[src/rattr_pkg.sv]
`timescale 1ns / 1ps
// Shared types, codes and constants of the RADIUS attribute walker.
package rattr_pkg;

    localparam int MAX_ATTRS        = 64;
    localparam int MAX_PACKET_BYTES = 4096;

    localparam int HDR_LEN      = 20;
    localparam int AUTH_HI_POS  = 4;
    localparam int AUTH_LO_POS  = 12;
    localparam int ATTR_MIN_LEN = 2;
    localparam int VSA_MIN_LEN  = 6;
    localparam int VID_BYTES    = 4;

    localparam logic [7:0] VSA_TYPE = 8'd26;

    localparam int POS_W   = 12;
    localparam int LEN_W   = 13;
    localparam int COUNT_W = 7;

    // Result queue between the parser and the output port.
    localparam int FIFO_DEPTH = 4;
    localparam int PTR_W      = $clog2(FIFO_DEPTH);
    localparam int CNT_W      = $clog2(FIFO_DEPTH + 1);

    typedef enum logic [1:0] {
        KIND_HDR  = 2'd0,
        KIND_ATTR = 2'd1,
        KIND_END  = 2'd2
    } t_kind;

    typedef enum logic [2:0] {
        ST_OK       = 3'd0,
        ST_SHORT    = 3'd1,
        ST_TRUNC    = 3'd2,
        ST_ZERO_LEN = 3'd3,
        ST_OVERRUN  = 3'd4,
        ST_LIMIT    = 3'd5
    } t_status;

    typedef enum logic [8:0] {
        PH_HDR   = 9'b000000001,
        PH_ATYPE = 9'b000000010,
        PH_ALEN  = 9'b000000100,
        PH_SKIP  = 9'b000001000,
        PH_VID   = 9'b000010000,
        PH_STYPE = 9'b000100000,
        PH_SLEN  = 9'b001000000,
        PH_SVAL  = 9'b010000000,
        PH_DRAIN = 9'b100000000
    } t_phase;

    typedef struct packed {
        t_kind         kind;
        logic [7:0]    code;
        logic [7:0]    identifier;
        logic [63:0]   auth_high;
        logic [63:0]   auth_low;
        logic [7:0]    attr_type;
        logic [31:0]   vsa_vendor;
        logic [7:0]    vsa_subtype;
        logic [11:0]   value_offset;
        logic [7:0]    value_length;
        logic [COUNT_W-1:0] attr_index;
        t_status       status;
    } t_rec;

    // Which of the two records produced by one byte go into the queue.
    typedef struct packed {
        logic first;
        logic last;
    } t_push;

endpackage

[src/rattr_parser.sv]
`timescale 1ns / 1ps
// Byte-wise RADIUS header and attribute parser producing up to two records per byte.
module rattr_parser (
    input  logic               i_clk,
    input  logic               i_rst_n,
    input  logic               i_take,
    input  logic [7:0]         i_data_byte,
    input  logic [12:0]        i_packet_length,
    output rattr_pkg::t_push   o_push,
    output rattr_pkg::t_rec    o_rec_first,
    output rattr_pkg::t_rec    o_rec_last
);
    import rattr_pkg::*;

    // Control state.
    logic [POS_W-1:0]   r_pos, n_pos;
    logic [LEN_W-1:0]   r_total, n_total;
    t_phase             r_phase, n_phase;
    logic [COUNT_W-1:0] r_count, n_count;
    t_status            r_status, n_status;

    // Payload state; every field is written before it is read within a packet.
    logic [7:0]  r_code, n_code;
    logic [7:0]  r_ident, n_ident;
    logic [63:0] r_auth_hi, n_auth_hi;
    logic [63:0] r_auth_lo, n_auth_lo;
    logic [7:0]  r_cur_type, n_cur_type;
    logic [7:0]  r_rem, n_rem;
    logic [31:0] r_vend, n_vend;
    logic [7:0]  r_sub_type, n_sub_type;
    logic [7:0]  r_sub_rem, n_sub_rem;

    logic [LEN_W-1:0] len_clamped;
    logic [LEN_W-1:0] pos_inc;
    logic [7:0]       len_rem;
    logic [7:0]       rem_dec;
    logic             overrun;
    logic             at_limit;

    always_comb begin
        if (i_packet_length == '0) begin
            len_clamped = LEN_W'(1);
        end else if (i_packet_length > LEN_W'(MAX_PACKET_BYTES)) begin
            len_clamped = LEN_W'(MAX_PACKET_BYTES);
        end else begin
            len_clamped = i_packet_length;
        end
    end

    assign pos_inc  = {1'b0, r_pos} + LEN_W'(1);
    assign len_rem  = i_data_byte - 8'(ATTR_MIN_LEN);
    assign rem_dec  = r_rem - 8'd1;
    assign overrun  = ({2'b00, r_pos} - 14'd1 + {6'd0, i_data_byte}) > {1'b0, r_total};
    assign at_limit = r_count >= COUNT_W'(MAX_ATTRS);

    always_comb begin
        n_pos      = r_pos;
        n_total    = r_total;
        n_phase    = r_phase;
        n_count    = r_count;
        n_status   = r_status;
        n_code     = r_code;
        n_ident    = r_ident;
        n_auth_hi  = r_auth_hi;
        n_auth_lo  = r_auth_lo;
        n_cur_type = r_cur_type;
        n_rem      = r_rem;
        n_vend     = r_vend;
        n_sub_type = r_sub_type;
        n_sub_rem  = r_sub_rem;
        o_push      = '0;
        o_rec_first = '0;
        o_rec_last  = '0;

        // The first byte of a packet samples its length and restarts the walk.
        if (r_pos == '0) begin
            n_total = len_clamped;
            if (len_clamped < LEN_W'(HDR_LEN)) begin
                n_phase  = PH_DRAIN;
                n_status = ST_SHORT;
            end else begin
                n_phase = PH_HDR;
            end
        end

        case (n_phase)
            PH_HDR: begin
                if (r_pos == '0) begin
                    n_code = i_data_byte;
                end else if (r_pos == POS_W'(1)) begin
                    n_ident = i_data_byte;
                end else if (r_pos >= POS_W'(AUTH_HI_POS) && r_pos < POS_W'(AUTH_LO_POS)) begin
                    n_auth_hi = {r_auth_hi[55:0], i_data_byte};
                end else if (r_pos >= POS_W'(AUTH_LO_POS) && r_pos < POS_W'(HDR_LEN)) begin
                    n_auth_lo = {r_auth_lo[55:0], i_data_byte};
                end
                if (r_pos == POS_W'(HDR_LEN - 1)) begin
                    o_push.first           = 1'b1;
                    o_rec_first.kind       = KIND_HDR;
                    o_rec_first.code       = r_code;
                    o_rec_first.identifier = r_ident;
                    o_rec_first.auth_high  = r_auth_hi;
                    o_rec_first.auth_low   = n_auth_lo;
                    n_phase                = PH_ATYPE;
                end
            end
            PH_ATYPE: begin
                n_cur_type = i_data_byte;
                n_phase    = PH_ALEN;
            end
            PH_ALEN: begin
                if (i_data_byte < 8'(ATTR_MIN_LEN)) begin
                    if (r_status == ST_OK) begin
                        n_status = ST_ZERO_LEN;
                    end
                    n_phase = PH_DRAIN;
                end else if (overrun) begin
                    if (r_status == ST_OK) begin
                        n_status = ST_OVERRUN;
                    end
                    n_phase = PH_DRAIN;
                end else if (r_cur_type == VSA_TYPE) begin
                    n_rem = len_rem;
                    if (len_rem < 8'(VSA_MIN_LEN)) begin
                        // Too short to hold a vendor id and a sub-attribute.
                        n_phase = (len_rem != '0) ? PH_SKIP : PH_ATYPE;
                    end else begin
                        n_vend    = '0;
                        n_sub_rem = 8'(VID_BYTES);
                        n_phase   = PH_VID;
                    end
                end else if (at_limit) begin
                    if (r_status == ST_OK) begin
                        n_status = ST_LIMIT;
                    end
                    n_phase = PH_DRAIN;
                end else begin
                    n_rem                    = len_rem;
                    o_push.first             = 1'b1;
                    o_rec_first.kind         = KIND_ATTR;
                    o_rec_first.attr_type    = r_cur_type;
                    o_rec_first.value_offset = pos_inc[POS_W-1:0];
                    o_rec_first.value_length = len_rem;
                    o_rec_first.attr_index   = r_count;
                    n_count                  = r_count + COUNT_W'(1);
                    n_phase                  = (len_rem != '0) ? PH_SKIP : PH_ATYPE;
                end
            end
            PH_SKIP: begin
                n_rem = rem_dec;
                if (rem_dec == '0) begin
                    n_phase = PH_ATYPE;
                end
            end
            PH_VID: begin
                n_vend    = {r_vend[23:0], i_data_byte};
                n_rem     = rem_dec;
                n_sub_rem = r_sub_rem - 8'd1;
                if (r_sub_rem == 8'd1) begin
                    n_phase = PH_STYPE;
                end
            end
            PH_STYPE: begin
                n_sub_type = i_data_byte;
                n_rem      = rem_dec;
                n_phase    = (rem_dec != '0) ? PH_SLEN : PH_ATYPE;
            end
            PH_SLEN: begin
                n_rem = rem_dec;
                if (i_data_byte < 8'(ATTR_MIN_LEN)
                        || {1'b0, i_data_byte} > ({1'b0, rem_dec} + 9'(ATTR_MIN_LEN))
                        || at_limit) begin
                    // A bad sub-attribute ends its vendor payload quietly.
                    n_phase = (rem_dec != '0) ? PH_SKIP : PH_ATYPE;
                end else begin
                    n_sub_rem                = len_rem;
                    o_push.first             = 1'b1;
                    o_rec_first.kind         = KIND_ATTR;
                    o_rec_first.attr_type    = VSA_TYPE;
                    o_rec_first.vsa_vendor   = r_vend;
                    o_rec_first.vsa_subtype  = r_sub_type;
                    o_rec_first.value_offset = pos_inc[POS_W-1:0];
                    o_rec_first.value_length = len_rem;
                    o_rec_first.attr_index   = r_count;
                    n_count                  = r_count + COUNT_W'(1);
                    if (len_rem != '0) begin
                        n_phase = PH_SVAL;
                    end else begin
                        n_phase = (rem_dec != '0) ? PH_STYPE : PH_ATYPE;
                    end
                end
            end
            PH_SVAL: begin
                n_rem     = rem_dec;
                n_sub_rem = r_sub_rem - 8'd1;
                if (r_sub_rem == 8'd1) begin
                    n_phase = (rem_dec != '0) ? PH_STYPE : PH_ATYPE;
                end
            end
            default: begin
            end
        endcase

        // Last byte of the packet: report and clear for the next one.
        if (pos_inc >= n_total) begin
            o_push.last           = 1'b1;
            o_rec_last.kind       = KIND_END;
            o_rec_last.attr_index = n_count;
            if (n_phase == PH_ALEN && n_status == ST_OK) begin
                o_rec_last.status = ST_TRUNC;
            end else begin
                o_rec_last.status = n_status;
            end
            n_pos    = '0;
            n_phase  = PH_HDR;
            n_count  = '0;
            n_status = ST_OK;
        end else begin
            n_pos = pos_inc[POS_W-1:0];
        end
    end

    always_ff @(posedge i_clk) begin
        if (!i_rst_n) begin
            r_pos    <= '0;
            r_total  <= '0;
            r_phase  <= PH_HDR;
            r_count  <= '0;
            r_status <= ST_OK;
        end else if (i_take) begin
            r_pos    <= n_pos;
            r_total  <= n_total;
            r_phase  <= n_phase;
            r_count  <= n_count;
            r_status <= n_status;
        end
    end

    always_ff @(posedge i_clk) begin
        if (i_take) begin
            r_code     <= n_code;
            r_ident    <= n_ident;
            r_auth_hi  <= n_auth_hi;
            r_auth_lo  <= n_auth_lo;
            r_cur_type <= n_cur_type;
            r_rem      <= n_rem;
            r_vend     <= n_vend;
            r_sub_type <= n_sub_type;
            r_sub_rem  <= n_sub_rem;
        end
    end

endmodule

[src/radius_attribute_walker_top.sv]
`timescale 1ns / 1ps
// Top level of the RADIUS attribute walker: parser plus a small result queue.
//
//  Channel   Direction  Handshake            Payload
//  -------   ---------  -------------------  ----------------------------------------
//  input     in         i_valid / o_stall    i_data_byte, i_packet_length
//  output    out        o_valid / i_stall    o_kind .. o_status (one record per item)
//
// The block accepts one packet byte item in every cycle while o_stall is low; the parser
// state and the four-entry result queue are both written at the edge that takes the byte.
// A byte can produce two records (header or attribute, then the packet end record), so
// o_stall rises only while the queue holds more than two records; it depends on the
// queue fill alone. A stall on the output side holds the head record steady.
// Reset is synchronous and active low; it empties the queue and rewinds the parser to
// the first byte of a packet. No clearing pass is needed.
module radius_attribute_walker_top (
    input  logic        i_clk,
    input  logic        i_rst_n,
    input  logic        i_valid,
    output logic        o_stall,
    input  logic [7:0]  i_data_byte,
    input  logic [12:0] i_packet_length,
    output logic        o_valid,
    input  logic        i_stall,
    output logic [1:0]  o_kind,
    output logic [7:0]  o_code,
    output logic [7:0]  o_identifier,
    output logic [63:0] o_auth_high,
    output logic [63:0] o_auth_low,
    output logic [7:0]  o_attr_type,
    output logic [31:0] o_vsa_vendor,
    output logic [7:0]  o_vsa_subtype,
    output logic [11:0] o_value_offset,
    output logic [7:0]  o_value_length,
    output logic [6:0]  o_attr_index,
    output logic [2:0]  o_status
);
    import rattr_pkg::*;

    t_push rec_push;
    t_rec  rec_first;
    t_rec  rec_last;
    logic  take;
    logic  pop;

    t_rec               r_fifo [FIFO_DEPTH];
    logic [PTR_W-1:0]   r_wp, n_wp;
    logic [PTR_W-1:0]   r_rp, n_rp;
    logic [CNT_W-1:0]   r_cnt, n_cnt;
    logic [PTR_W-1:0]   wp_last;
    t_rec               head;

    // The queue always has room for two records when a byte is taken.
    assign o_stall = r_cnt > CNT_W'(FIFO_DEPTH - 2);
    assign take    = i_valid && !o_stall;
    assign o_valid = r_cnt != '0;
    assign pop     = o_valid && !i_stall;

    rattr_parser u_parser (
        .i_clk           (i_clk),
        .i_rst_n         (i_rst_n),
        .i_take          (take),
        .i_data_byte     (i_data_byte),
        .i_packet_length (i_packet_length),
        .o_push          (rec_push),
        .o_rec_first     (rec_first),
        .o_rec_last      (rec_last)
    );

    // The end record goes behind the attribute or header record of the same byte.
    assign wp_last = r_wp + PTR_W'(take && rec_push.first);

    always_comb begin
        n_wp  = r_wp + PTR_W'(take && rec_push.first) + PTR_W'(take && rec_push.last);
        n_rp  = r_rp + PTR_W'(pop);
        n_cnt = r_cnt + CNT_W'(take && rec_push.first) + CNT_W'(take && rec_push.last)
                - CNT_W'(pop);
    end

    always_ff @(posedge i_clk) begin
        if (!i_rst_n) begin
            r_wp  <= '0;
            r_rp  <= '0;
            r_cnt <= '0;
        end else begin
            r_wp  <= n_wp;
            r_rp  <= n_rp;
            r_cnt <= n_cnt;
        end
    end

    always_ff @(posedge i_clk) begin
        if (take && rec_push.first) begin
            r_fifo[r_wp] <= rec_first;
        end
        if (take && rec_push.last) begin
            r_fifo[wp_last] <= rec_last;
        end
    end

    assign head           = r_fifo[r_rp];
    assign o_kind         = head.kind;
    assign o_code         = head.code;
    assign o_identifier   = head.identifier;
    assign o_auth_high    = head.auth_high;
    assign o_auth_low     = head.auth_low;
    assign o_attr_type    = head.attr_type;
    assign o_vsa_vendor   = head.vsa_vendor;
    assign o_vsa_subtype  = head.vsa_subtype;
    assign o_value_offset = head.value_offset;
    assign o_value_length = head.value_length;
    assign o_attr_index   = head.attr_index;
    assign o_status       = head.status;

endmodule

[config.mk]
export PLATFORM = sky130hd
export DESIGN_NAME = radius_attribute_walker_top
export DESIGN_NICKNAME = d
export VERILOG_FILES = /design/src/rattr_pkg.sv /design/src/rattr_parser.sv /design/src/radius_attribute_walker_top.sv
export SDC_FILE = /design/constraint.sdc
export NUM_CORES = 2
export LEC_CHECK = 0
export ABC_AREA = 1
export BUFFER_PORTS_ARGS = -buffer_cell sky130_fd_sc_hd__clkbuf_2
export CORE_MARGIN = 4
export CORE_UTILIZATION = 34
export CTS_CLUSTER_SIZE = 40
export DETAILED_ROUTE_END_ITERATION = 10
export GPL_ROUTABILITY_DRIVEN = 0
export GPL_TIMING_DRIVEN = 0
export PLACE_DENSITY = 0.54
export SLEW_MARGIN = 20
export SYNTH_ARGS = -nofsm -noshare
export SYNTH_HDL_FRONTEND = slang
export SYNTH_HIERARCHICAL = 1
export SYNTH_SLANG_ARGS = --single-unit
export TNS_END_PERCENT = 20
[constraint.sdc]
create_clock -name i_clk -period 31.4 [get_ports i_clk]
set_input_delay 1.57 -clock i_clk [delete_from_list [all_inputs] [get_ports i_clk]]
set_output_delay 1.57 -clock i_clk [all_outputs]
set_load 0.02 [all_outputs]
==> flow_metrics.tcl <==
set metrics [dict create \
    yosysWarnings 6 \
    grt_pass1_wl_mm 366 \
    grt_max_degree 24 \
    finalCritPeriodShare_pct 34.0 \
    root_buffer "clkbuf_16" \
    num_io_pins 251 \
    worstMarginPinSlew_ns 1.31 \
    wl_mm 254 \
    synth_edf_count 1104 \
    synth.distinct_cells 51 \
    dr_total_vias 58200 \
    path_max_fanout 16 \
    async_reset_ff_share_pct 0 \
    ctsResizeCount 0 \
    drv_slew 0 \
    rows 158 \
    drt_iter0_drc 7760 \
    fin_cells 10700 \
    arrival_ns 11.17 \
    io_buffers 249 \
    cts_num_sinks 1155 \
    finClkSkew_ns 0.0423 \
    finalNetCount 8160 \
    status "complete, no violations" \
    antenna_left 0 \
    track_usage_pct 25.3 \
    hold_viol_final 0 \
    synth_area_mm2 0.0636 \
    ff2ff_path_depth 42 \
    finalSetupViolCount 0 \
    worst_slack_ns 20.72 \
    rsz0062_at_grt "no" \
    power.leakage_nw 32.3 \
    layout_commonest_cell "nand2_1" \
    grt_pass1_vias 54600 \
    fill_cells 18600 \
    syn_inst 7385 \
    min_delay_path_depth 0 \
    slowest_stage "nand4_1" \
    die_y_um 441 \
    tritoncts "done" \
    finalSetupTns_ns 0 \
    start_util_pct 34.2 \
    syn_avg_cell_area_um2 8.62 \
    fmax_mhz 93.6 \
    place_ws_ns 20.13 \
    peakVddDrop_mv 0.0607 \
    synth_seq_cells 1155 \
    antenna_found_initial 17 \
    post_dp_cell_area_mm2 0.0707 \
    clk_latency_ns 0.82 \
    layout-drive-gt1-share_pct 11.9 \
    die_w_um 441 \
    cts_hold_buf 0 \
    vias_per_cell 5.46 \
    utilization_pct 40.4 \
    period_minus_slack_ns 10.68 \
    areaGrowthSynthToFinish_pct 18.1 \
    path_class "input port to flip-flop" \
    wl_per_cell_um 23.8 \
    yosys.area.top_type "edfxtp_1" \
    grt-ovfl-total 0 \
    dr.pass1.iters 9 \
    cap_violations 0 \
    worstPathRequired_ns 31.89 \
    finalInstanceArea_mm2 0.0752 \
    numCtsBuffers 138 \
    cts_setup_buffers 0 \
    critPathMaxStageDelay_ns 1.18 \
    power.density_mw_per_mm2 71.0 \
    whs_ns 0.447 \
    drcViolationCount 0 \
    coreArea_mm2 0.186 \
    hp-class "flip-flop to flip-flop" \
    final_cell_mix "nand2_1, edfxtp_1, nand4_1, nor2_1, o21ai_0" \
    seq_area_frac_synth_pct 53.7 \
    clkTransAtPathRegs_ns 0.06 \
    power.total_mw 5.34 \
    clockBufferDepth 3 \
    dp_hpwl_mm 175 \
    placedCellCount 10400 \
    end_kind "flip-flop" \
    die_area_mm2 0.194 \
    ys_top_cells_by_area "edfxtp_1, nand2_1, nand4_1" \
    htreeDepth 4 \
    start_kind "input port" \
    synth_top_area_share_pct 52.1 \
    max_slew_margin_pct 13.0 \
    cp_common_cell "nand2_1" \
    ys.flop_type "edfxtp_1" \
]
==> worst paths after layout <==
kind,slack [ns],endpoint,start
worst max register to register,20.95,r_fifo[1][113],u_parser/r_pos[0]
worst min-delay path,0.45,u_parser/r_auth_hi[14],u_parser/r_auth_hi[6]
worst min register to register,0.45,u_parser/r_auth_hi[14],u_parser/r_auth_hi[6]
worst max-delay path,20.72,r_fifo[1][113],i_data_byte[0]
==> cell families (layout without fill, tap and decap cells) <==
kind of cell	after synthesis	in the layout	share of synthesized area, %
adder cells (fa/ha/maj)	65	65	1.31
other	1	220	0.00589
XOR/XNOR	42	42	0.590
flip-flops	1155	1155	53.7
buffers and inverters	1272	1844	9.07
AND/OR/NAND/NOR	3954	3954	27.7
AO/OA/AOI/OAI	896	896	7.64
==> flip-flops by register name (all words and copies together) (netlist names) <==
| register | flops |
|---|---|
| u_parser/r_phase | 9 |
| u_parser/r_rem | 8 |
| r_rp | 2 |
| u_parser/r_auth_lo | 64 |
| r_fifo | 896 |
| u_parser/r_status | 3 |
| u_parser/r_sub_rem | 8 |
| u_parser/r_sub_type | 8 |
| u_parser/r_ident | 8 |
| u_parser/r_code | 8 |
| u_parser/r_cur_type | 8 |
| u_parser/r_total | 13 |
| u_parser/r_vend | 32 |
| r_wp | 2 |
| u_parser/r_pos | 12 |
| r_cnt | 3 |
| u_parser/r_auth_hi | 64 |
| u_parser/r_count | 7 |
==> power by group <==
part / switching (mW) / internal, mW
Sequential: 0.0140 / 1.72
Clock: 0.694 / 0.896
Combinational: 1.55 / 0.462
==> synth_stat cells, types with 10 or more instances <==
cell         n
nand2_1   2108
edfxtp_1  1104
nand4_1    922
nor2_1     765
o21ai_0    549
clkbuf_1   457
inv_1      436
o22ai_1    234
buf_4      221
buf_2      108
a21oi_1     71
ha_1        62
nand3_1     57
dfxtp_1     51
xor2_1      34
buf_1       32
nor2_2      28
nor3_1      22
nand2_2     15
nor2_4      11
o211ai_1    11
inv_2       10
o21ai_1     10
==> final cells by class <==
class	count	area, um2	area share (%)
multi-input cells	5175	24600	32.7
diodes	2	5.00	0.00666
plain buffers	822	4110	5.47
flip-flops and latches	1155	34200	45.5
repair buffers	328	3090	4.11
clock inverters	75	815	1.08
well taps	2480	3100	4.13
inverters	450	1690	2.25
clock buffers	169	3580	4.76
==> per-layer routing <==
layer | part of all wire [%] | track usage (%)
met5 | 0 | 0
met4 | 6.0 | 13.3
met2 | 45 | 39.6
met1 | 40 | 33.4
met3 | 8.9 | 4.47
==> critical path, delay by kind of cell <==
| kind | cells | cell delay, ns |
|---|---|---|
| and+or+nand+nor | 18 | 3.65 |
| buffers and inverters | 14 | 3.23 |
| adders and majority gates | 4 | 1.56 |
| AOI/OAI and AO/OA | 4 | 0.87 |
| xor gates and xnor gates | 1 | 0.17 |
No activity file was read; power rests on OpenSTA's default activity.
